<file path="src/rtl/amab_pkg.sv">
// shared types and constants of the moving-average filter with bcd display encoder
// no dependencies; imported by amab_digits, accel_moving_average_bcd and the bench

package amab_pkg;

  // default geometry, handed to the top-level parameters
  localparam int WINDOW_LEN_DEF = 16;
  localparam int CHANNELS_DEF   = 4;

  localparam int SAMPLE_W = 16;
  localparam int AVG_W    = 16;
  localparam int CODE_W   = 16;

  // channel codes
  localparam logic [1:0] AXIS_TEMP = 2'd3;

  // display constants
  localparam logic [3:0]        SIGN_NEG  = 4'hA;
  localparam logic [3:0]        SIGN_POS  = 4'hB;
  localparam logic [CODE_W-1:0] TEMP_BASE = 16'hBB00;

  // value / 10000 as a binary fraction: ceil(2^30 / 10000)
  localparam int                   FRAC_W    = 30;
  localparam int                   BCD_MUL_W = 17;
  localparam logic [BCD_MUL_W-1:0] BCD_MUL   = 17'd107375;
  localparam int                   BCD_PROD_W = AVG_W + BCD_MUL_W;

  // two decimal digits peeled off a fraction, plus the remaining fraction
  typedef struct packed {
    logic [3:0]        hi;
    logic [3:0]        lo;
    logic [FRAC_W-1:0] frac;
  } dig_pair_t;

endpackage

</file>
<file path="src/rtl/amab_ram.sv">
// generic single-write, single-read ram with registered read data (old data on collision)
// no dependencies; used by accel_moving_average_bcd for the sample window

module amab_ram #(
  parameter int WIDTH = 16,
  parameter int DEPTH = 64,
  localparam int AW = (DEPTH > 1) ? $clog2(DEPTH) : 1
) (
  input  logic             clk,
  input  logic             wr_en,
  input  logic [AW-1:0]    wr_addr,
  input  logic [WIDTH-1:0] wr_data,
  input  logic             rd_en,
  input  logic [AW-1:0]    rd_addr,
  output logic [WIDTH-1:0] rd_data
);

  logic [WIDTH-1:0] mem_r [DEPTH];
  logic [WIDTH-1:0] rd_data_r;

  always_ff @(posedge clk) begin
    if (wr_en) begin
      mem_r[wr_addr] <= wr_data;
    end
    if (rd_en) begin
      rd_data_r <= mem_r[rd_addr];
    end
  end

  assign rd_data = rd_data_r;

endmodule

</file>
<file path="src/rtl/amab_digits.sv">
// extracts two decimal digits from a binary fraction by two multiply-by-ten steps
// depends on amab_pkg (dig_pair_t, FRAC_W)

module amab_digits import amab_pkg::*; (
  input  logic [FRAC_W-1:0] frac_in,
  output dig_pair_t         dig_out
);

  logic [FRAC_W+3:0] step_a;
  logic [FRAC_W+3:0] step_b;

  // x * 10 = x * 8 + x * 2, integer part is the next digit
  assign step_a = {1'b0, frac_in, 3'b000} + {3'b000, frac_in, 1'b0};
  assign step_b = {1'b0, step_a[FRAC_W-1:0], 3'b000} + {3'b000, step_a[FRAC_W-1:0], 1'b0};

  assign dig_out.hi   = step_a[FRAC_W+3:FRAC_W];
  assign dig_out.lo   = step_b[FRAC_W+3:FRAC_W];
  assign dig_out.frac = step_b[FRAC_W-1:0];

endmodule

</file>
<file path="src/rtl/accel_moving_average_bcd.sv">
// top level of the per-channel moving-average filter with bcd display encoder
// depends on amab_pkg, amab_ram and amab_digits
//
// usage
//   in_*  : one request per sample. in_tuser carries the channel (0..2 acceleration
//           axes, 3 temperature), in_tdata the window slot and the raw sample.
//   out_* : one request per accepted sample, in order: the channel's window average
//           and its seven-segment code (sign nibble and three digits for the axes,
//           0xBB00 plus four digits for temperature).
//   throughput : one sample per cycle while no stall holds the pipeline; the sample
//                store is read at acceptance and written as the sample leaves stage 1,
//                with a bypass when the same entry follows.
//   pipeline   : store read / sum update / divide by window / scale by 1/10000 /
//                two digits / two digits and code, then the output register.
//   reset      : synchronous, active low; the per-channel sums and the per-entry
//                valid bits clear at once (an unwritten entry reads as zero), so no
//                clearing pass is needed and in_tready rises right after reset.
//   stall      : when out_tready is low the result stays in the output register;
//                stages ahead of it keep filling until the pipeline is full, and
//                only then does in_tready fall.

module accel_moving_average_bcd import amab_pkg::*; #(
  parameter int WINDOW_LEN = WINDOW_LEN_DEF,
  parameter int CHANNELS   = CHANNELS_DEF
) (
  input  logic        clk,
  input  logic        rst_n,
  input  logic        in_tvalid,
  output logic        in_tready,
  input  logic [23:0] in_tdata,   // [3:0] slot, [19:4] sample, [23:20] zero
  input  logic [1:0]  in_tuser,   // [1:0] axis
  output logic        out_tvalid,
  input  logic        out_tready,
  output logic [31:0] out_tdata   // [15:0] average, [31:16] display_code
);

  localparam int DEPTH     = CHANNELS * WINDOW_LEN;
  localparam int ADDR_W    = $clog2(DEPTH);
  localparam int SLOT_W    = $clog2(WINDOW_LEN);
  localparam int CH_W      = (CHANNELS > 1) ? $clog2(CHANNELS) : 1;
  localparam int SUM_W     = SAMPLE_W + SLOT_W;
  // compare-and-subtract rounds needed to fold the 4-bit slot and 2-bit axis
  localparam int SLOT_STEPS = 15 / WINDOW_LEN;
  localparam int CH_STEPS   = 3 / CHANNELS;
  // exact division by the window length through a reciprocal
  localparam int DIV_SHIFT  = SUM_W + SLOT_W;
  localparam int DIV_MUL_W  = SUM_W + 1;
  localparam int DIV_PROD_W = SUM_W + DIV_MUL_W;
  localparam logic [63:0] DIV_MUL_FULL =
    ((64'd1 << DIV_SHIFT) + 64'(WINDOW_LEN) - 64'd1) / 64'(WINDOW_LEN);
  localparam logic [DIV_MUL_W-1:0] DIV_MUL = DIV_MUL_FULL[DIV_MUL_W-1:0];

  // fold the axis onto the channel count
  function automatic logic [CH_W-1:0] chan_of(input logic [1:0] ax);
    logic [3:0] r;
    r = {2'b00, ax};
    for (int i = 0; i < CH_STEPS; i++) begin
      if (r >= 4'(CHANNELS)) begin
        r = r - 4'(CHANNELS);
      end
    end
    return r[CH_W-1:0];
  endfunction

  // fold the slot onto the window length
  function automatic logic [SLOT_W-1:0] slot_of(input logic [3:0] sl);
    logic [6:0] r;
    r = {3'b000, sl};
    for (int i = 0; i < SLOT_STEPS; i++) begin
      if (r >= 7'(WINDOW_LEN)) begin
        r = r - 7'(WINDOW_LEN);
      end
    end
    return r[SLOT_W-1:0];
  endfunction

  // input fields
  logic [1:0]          in_axis;
  logic [3:0]          in_slot;
  logic [SAMPLE_W-1:0] in_sample;

  assign in_axis   = in_tuser;
  assign in_slot   = in_tdata[3:0];
  assign in_sample = in_tdata[19:4];

  // pipeline handshake, ready ripples back from the output register
  logic acc;
  logic out_rdy, s5_rdy, s4_rdy, s3_rdy, s2_rdy, s1_rdy;
  logic s1_vld_r, s2_vld_r, s3_vld_r, s4_vld_r, s5_vld_r, out_vld_r;

  assign out_rdy   = !out_vld_r || out_tready;
  assign s5_rdy    = !s5_vld_r || out_rdy;
  assign s4_rdy    = !s4_vld_r || s5_rdy;
  assign s3_rdy    = !s3_vld_r || s4_rdy;
  assign s2_rdy    = !s2_vld_r || s3_rdy;
  assign s1_rdy    = !s1_vld_r || s2_rdy;
  assign in_tready = s1_rdy && rst_n;
  assign acc       = in_tvalid && in_tready;

  // store address of the incoming sample
  logic [CH_W-1:0]   rd_ch;
  logic [ADDR_W-1:0] rd_addr;

  assign rd_ch   = chan_of(in_axis);
  assign rd_addr = ADDR_W'(rd_ch) * ADDR_W'(WINDOW_LEN) + ADDR_W'(slot_of(in_slot));

  // stage 1: old sample from the store, running sum update
  logic [1:0]          s1_axis_r;
  logic [SAMPLE_W-1:0] s1_sample_r;
  logic [CH_W-1:0]     s1_ch_r;
  logic [ADDR_W-1:0]   s1_addr_r;
  logic                s1_hit_r;
  logic [SAMPLE_W-1:0] s1_fwd_r;
  logic                s1_old_vld_r;

  logic                wr_en;
  logic                fwd_hit;
  logic [SAMPLE_W-1:0] ram_rd_data;
  logic [SAMPLE_W-1:0] s1_mag;
  logic [SAMPLE_W-1:0] s1_old;
  logic [SUM_W-1:0]    s1_sum_nxt;
  logic                s1_neg;
  logic                s1_is_temp;

  logic [SUM_W-1:0]    sum_r [CHANNELS];
  logic [DEPTH-1:0]    ent_vld_r;

  assign wr_en   = s1_vld_r && s2_rdy;
  // the item leaving stage 1 writes the entry the new item is reading
  assign fwd_hit = wr_en && (s1_addr_r == rd_addr);

  amab_ram #(
    .WIDTH (SAMPLE_W),
    .DEPTH (DEPTH)
  ) u_window (
    .clk     (clk),
    .wr_en   (wr_en),
    .wr_addr (s1_addr_r),
    .wr_data (s1_mag),
    .rd_en   (acc),
    .rd_addr (rd_addr),
    .rd_data (ram_rd_data)
  );

  assign s1_neg     = s1_sample_r[SAMPLE_W-1];
  assign s1_is_temp = (s1_axis_r == AXIS_TEMP);

  always_comb begin
    // axes keep the magnitude, negation masked to 15 bits
    if (!s1_is_temp && s1_neg) begin
      s1_mag = {1'b0, 15'(~s1_sample_r + 16'd1)};
    end else begin
      s1_mag = s1_sample_r;
    end
    if (s1_hit_r) begin
      s1_old = s1_fwd_r;
    end else if (s1_old_vld_r) begin
      s1_old = ram_rd_data;
    end else begin
      s1_old = '0;
    end
    s1_sum_nxt = sum_r[s1_ch_r] - SUM_W'(s1_old) + SUM_W'(s1_mag);
  end

  // stage 2: divide the sum by the window length
  logic [1:0]            s2_axis_r;
  logic                  s2_neg_r;
  logic [SUM_W-1:0]      s2_sum_r;
  logic [DIV_PROD_W-1:0] div_prod;
  logic [AVG_W-1:0]      s2_avg;

  assign div_prod = DIV_PROD_W'(s2_sum_r) * DIV_PROD_W'(DIV_MUL);
  assign s2_avg   = div_prod[DIV_SHIFT +: AVG_W];

  // stage 3: average / 10000 as a fixed-point fraction, keeps the remainder part
  logic [1:0]            s3_axis_r;
  logic                  s3_neg_r;
  logic [AVG_W-1:0]      s3_avg_r;
  logic [BCD_PROD_W-1:0] bcd_prod;

  assign bcd_prod = BCD_PROD_W'(s3_avg_r) * BCD_PROD_W'(BCD_MUL);

  // stage 4: thousands and hundreds
  logic [1:0]        s4_axis_r;
  logic              s4_neg_r;
  logic [AVG_W-1:0]  s4_avg_r;
  logic [FRAC_W-1:0] s4_frac_r;
  dig_pair_t         dig_hi;

  amab_digits u_dig_hi (
    .frac_in (s4_frac_r),
    .dig_out (dig_hi)
  );

  // stage 5: tens and units, display code
  logic [1:0]        s5_axis_r;
  logic              s5_neg_r;
  logic [AVG_W-1:0]  s5_avg_r;
  logic [3:0]        s5_d3_r;
  logic [3:0]        s5_d2_r;
  logic [FRAC_W-1:0] s5_frac_r;
  dig_pair_t         dig_lo;
  logic [CODE_W-1:0] code_nxt;

  amab_digits u_dig_lo (
    .frac_in (s5_frac_r),
    .dig_out (dig_lo)
  );

  always_comb begin
    if (s5_axis_r == AXIS_TEMP) begin
      code_nxt = TEMP_BASE + {s5_d3_r, s5_d2_r, dig_lo.hi, dig_lo.lo};
    end else begin
      code_nxt = {(s5_neg_r ? SIGN_NEG : SIGN_POS), s5_d3_r, s5_d2_r, dig_lo.hi};
    end
  end

  // output register
  logic [AVG_W-1:0]  out_avg_r;
  logic [CODE_W-1:0] out_code_r;

  assign out_tvalid = out_vld_r;
  assign out_tdata  = {out_code_r, out_avg_r};

  // control state: stage valids, running sums, store entry valid bits
  always_ff @(posedge clk) begin
    if (!rst_n) begin
      s1_vld_r  <= 1'b0;
      s2_vld_r  <= 1'b0;
      s3_vld_r  <= 1'b0;
      s4_vld_r  <= 1'b0;
      s5_vld_r  <= 1'b0;
      out_vld_r <= 1'b0;
      ent_vld_r <= '0;
      for (int c = 0; c < CHANNELS; c++) begin
        sum_r[c] <= '0;
      end
    end else begin
      if (s1_rdy) begin
        s1_vld_r <= acc;
      end
      if (s2_rdy) begin
        s2_vld_r <= s1_vld_r;
      end
      if (s3_rdy) begin
        s3_vld_r <= s2_vld_r;
      end
      if (s4_rdy) begin
        s4_vld_r <= s3_vld_r;
      end
      if (s5_rdy) begin
        s5_vld_r <= s4_vld_r;
      end
      if (out_rdy) begin
        out_vld_r <= s5_vld_r;
      end
      if (wr_en) begin
        ent_vld_r[s1_addr_r] <= 1'b1;
        sum_r[s1_ch_r]       <= s1_sum_nxt;
      end
    end
  end

  // payload, no reset
  always_ff @(posedge clk) begin
    if (acc) begin
      s1_axis_r    <= in_axis;
      s1_sample_r  <= in_sample;
      s1_ch_r      <= rd_ch;
      s1_addr_r    <= rd_addr;
      s1_hit_r     <= fwd_hit;
      s1_fwd_r     <= s1_mag;
      s1_old_vld_r <= ent_vld_r[rd_addr];
    end
    if (s2_rdy) begin
      s2_axis_r <= s1_axis_r;
      s2_neg_r  <= s1_neg;
      s2_sum_r  <= s1_sum_nxt;
    end
    if (s3_rdy) begin
      s3_axis_r <= s2_axis_r;
      s3_neg_r  <= s2_neg_r;
      s3_avg_r  <= s2_avg;
    end
    if (s4_rdy) begin
      s4_axis_r <= s3_axis_r;
      s4_neg_r  <= s3_neg_r;
      s4_avg_r  <= s3_avg_r;
      s4_frac_r <= bcd_prod[FRAC_W-1:0];
    end
    if (s5_rdy) begin
      s5_axis_r <= s4_axis_r;
      s5_neg_r  <= s4_neg_r;
      s5_avg_r  <= s4_avg_r;
      s5_d3_r   <= dig_hi.hi;
      s5_d2_r   <= dig_hi.lo;
      s5_frac_r <= dig_hi.frac;
    end
    if (out_rdy) begin
      out_avg_r  <= s5_avg_r;
      out_code_r <= code_nxt;
    end
  end

  // reciprocal scaling must always yield decimal digits
  a_digits_decimal: assert property (@(posedge clk) disable iff (!rst_n)
    s5_vld_r |-> (s5_d3_r <= 4'd9) && (s5_d2_r <= 4'd9) &&
                 (dig_lo.hi <= 4'd9) && (dig_lo.lo <= 4'd9))
    else $error("bcd digit above nine");

  // a stale or wrongly bypassed old sample would make the sum dip below it
  a_sum_covers_old: assert property (@(posedge clk) disable iff (!rst_n)
    s1_vld_r |-> (sum_r[s1_ch_r] >= SUM_W'(s1_old)))
    else $error("running sum smaller than the sample it drops");

  // a result only appears when stage five held an item
  a_out_from_pipe: assert property (@(posedge clk) disable iff (!rst_n)
    $rose(out_vld_r) |-> $past(s5_vld_r))
    else $error("result raised without a finished item");

endmodule

</file>
<file path="config.mk">
export PLATFORM = sky130hd
export DESIGN_NAME = accel_moving_average_bcd
export DESIGN_NICKNAME = d
export VERILOG_FILES = /design/src/rtl/amab_pkg.sv /design/src/rtl/amab_ram.sv /design/src/rtl/amab_digits.sv /design/src/rtl/accel_moving_average_bcd.sv
export SDC_FILE = /design/constraint.sdc
export NUM_CORES = 2
export LEC_CHECK = 0
export BUFFER_PORTS_ARGS = -buffer_cell sky130_fd_sc_hd__buf_2
export CORE_MARGIN = 4
export CORE_UTILIZATION = 45
export DETAILED_ROUTE_END_ITERATION = 7
export MAX_ROUTING_LAYER = met4
export SYNTH_ARGS = -nofsm -noshare
export SYNTH_HDL_FRONTEND = slang
export SYNTH_SLANG_ARGS = --single-unit
</file>
<file path="constraint.sdc">
create_clock -name clk -period 11.4 [get_ports clk]
set_input_delay 1.14 -clock clk [delete_from_list [all_inputs] [get_ports clk]]
set_output_delay 1.14 -clock clk [all_outputs]
set_load 0.01 [all_outputs]
</file>
==> flow_summary.yaml <==
status:
  status: "complete, no violations"
worst_setup_path:
  arrival_ns: 6.83
  path_common_cell: "fa_1"
  cp_top_family: "adder cells"
  cpPeakStageDelay_ns: 0.58
  path_buf_inv: 2
  worst_ep_required_time_ns: 11.90
  crit_slowest_cell: "edfxtp_1"
  timing.rr.end: "s4_frac_r[28]"
  critPathCapture: "s4_frac_r[28]"
  endpoint_kind: "flop"
  worst-path-max-fanout: 6
  start_kind: "flop"
  timing.rr.start: "s3_avg_r[3]"
  r2r_slack_ns: 5.07
  cp-startpoint: "s3_avg_r[3]"
  r2r.worst_path.cells: 19
  worstSetupPathType: "reg -> reg"
  crit_chain: "ha_1 > fa_1 > fa_1 > inv_1 > fa_1 > inv_1 > fa_1 > fa_1 > ha_1 > and3_1 > a31oi_1 > o21ai_1 > a21oi_1 > o31ai_1 > a41oi_1 > a21oi_1 > a211o_1 > a21oi_1 > xnor2_1"
  cp_num_cells: 19
yosys:
  synth.largest_area_cell: "edfxtp_1"
  synth_area_um2: 63300
  synth_top_flop_cell: "edfxtp_1"
  synth_async_sr_flop_share_pct: 0
  synth_top_area_share_pct: 63.2
  synth_seq_cells: 1404
  yosysUniqueCellTypes: 78
  netlist_top_cells_area: "edfxtp_1 (63%), mux4_2 (13%), ha_1 (4.9%), fa_1 (3.9%), dfxtp_1 (2.3%)"
  synth_seq_area_share_pct: 65.5
  synth_most_common_cell: "edfxtp_1"
  synth_warnings: 0
  synthTopCellsByCount: "edfxtp_1 (1332), mux4_2 (377), ha_1 (250)"
  syn_nets: 3949
  synth-edff-count: 1332
  netlist_instances: 3546
  avgSynthCellArea_um2: 17.8
placed_design:
  dp_hpwl_um: 86700
  gp_congestion: 0.802
  port-buffer-count: 59
clocking:
  ctsHoldBuffers: 0
  clockBufferDepth: 3
  cts-root-buf: "clkbuf_16"
  h-tree-depth: 4
  numCtsBuffers: 151
  cts_tree: "yes"
  post-cts-setup-buffer-count: 0
  ctsResizeCount: 0
  clkSinkCount: 1404
  clock_latency_ns: 0.78
  clkTransAtPathRegs_ns: 0.06
routing:
  via_count: 32300
  drc: 0
  dr.pass1.iters: 5
  drt_first_iter_violations: 2995
  routedWlPerCell_um: 25.0
  ant_nets: 0
  viasPerCell: 5.62
  wl_um: 144000
cells_and_area:
  layout-drive-gt1-share_pct: 21.8
  nets: 4135
  area_growth_pct: 12.9
floorplan:
  core_area_um2: 140000
  num_rows: 137
  dieArea_um2: 147000
  die_x_um: 383
  num_io_pins: 64
  fp.dieH_um: 383
  start_util_pct: 45.3
timing:
  timing.final.crit_share_pct: 55.5
  setup_viol: 0
  hold_violations: 0
  worst_slew_pin_slew_ns: 1.23
  slew_violations: 0
  slew_headroom_pct: 17.8
  fin_tns_setup_ns: 0
  rsz0062_at_grt: "false"
  min_period_ns: 6.33
  fin_skew_ns: 0.0444
  fmax_mhz: 158
run:
  maxCapViolCount: 0
hold_path:
  min_path_type: "reg -> reg"
global_route:
  grt_max_degree: 146
  overflow: 0
  grt_pass1_vias: 33300
  antenna_found_initial: 12
  gr-usage-met3_pct: 4.14
  gr-usage-met2_pct: 33.2
  met1_usage_pct: 26.2
  grt_first_pass_wirelength_um: 215000
  grt.busiest_layer: "met2"
  track_usage_pct: 20.4
sequential cells by signal, summed over array words and instances, names as in the netlist, 27 cells and up, named ones only:
name / flops
sum_r: 80
s5_frac_r: 27
s4_frac_r: 29
u_window.mem_r: 1024
ent_vld_r: 64
worst min path at each step:
stage	startpoint	end	slack (ns)	depth (start not counted)
global placement	s2_sum_r[4]	s3_avg_r[0]	0.40	0
CTS	s4_avg_r[10]	s5_avg_r[10]	0.41	0
detailed placement	s2_sum_r[4]	s3_avg_r[0]	0.40	0
global route	s4_avg_r[10]	s5_avg_r[10]	0.42	0
floorplan	s5_avg_r[10]	out_avg_r[10]	0.40	0
finish	s3_axis_r[1]	s4_axis_r[1]	0.42	0
cells in the final DEF, fill, tap and decap left out, types with 14 or more instances in the layout:
cell type and count:
nand2b_1 18, nor3_1 28, dfxtp_1 72, buf_4 90
nor2_2 50, mux4_2 377, o21ai_0 42, edfxtp_1 1332
fa_1 123, a21o_1 54, xnor2_1 90, clkinv_2 14
o21a_1 84, and3_1 14, o21bai_1 21, o21ai_1 19
inv_1 239, ha_1 250, clkinv_1 35, buf_2 55
diode_2 14, nand2_1 74, nand3_1 29, nor2_1 161
clkbuf_1 40, clkbuf_16 154, nor2b_1 22, xor2_1 41
a21oi_1 105
stage by stage:
step	hold slack [ns]	utilization, %	instance area [um^2]	worst slack [ns]	instances
after detailed placement	0.405	47.7	66500	5.07	5455
after floorplan	0.400	-	63300	4.61	3546
after global placement	0.401	47.7	66500	5.08	5455
after CTS	0.413	51.2	71400	5.05	5732
after global routing	0.416	51.2	71400	4.74	5735
final	0.416	51.2	71400	5.07	5746
per-layer routing:
| metal | routed length (um) | part of all wire, % |
|---|---|---|
| met5 | 0 | 0 |
| met3 | 9750 | 6.8 |
| met4 | 4250 | 3.0 |
| met1 | 58300 | 41 |
| met2 | 71400 | 50 |
cell families (layout without fill, tap and decap cells):
kind of cell    Yosys count  after routing  synth area share (%)
simple gates            460            460                  3.34
buf+inv                 358            668                  2.18
mux                     381            381                  13.5
fa+ha+maj               373            373                  8.84
other cells               0             14                     0
flops                  1404           1404                  65.5
xor+xnor                145            145                  2.02
compound gates          425            425                  4.61
area by class of cell:
class / count / area [um^2]
well taps: 1876 / 2350
repair buffers: 149 / 1020
multi-input cells: 1784 / 20800
fillers: 11400 / 68100
flip-flops and latches: 1404 / 41400
inverters: 242 / 908
clock inverters: 76 / 748
clock buffers: 201 / 4100
diodes: 14 / 35.0
Power is not shown: default switching activity piles up to over one toggle a cycle in this logic, so the estimate is an artifact.
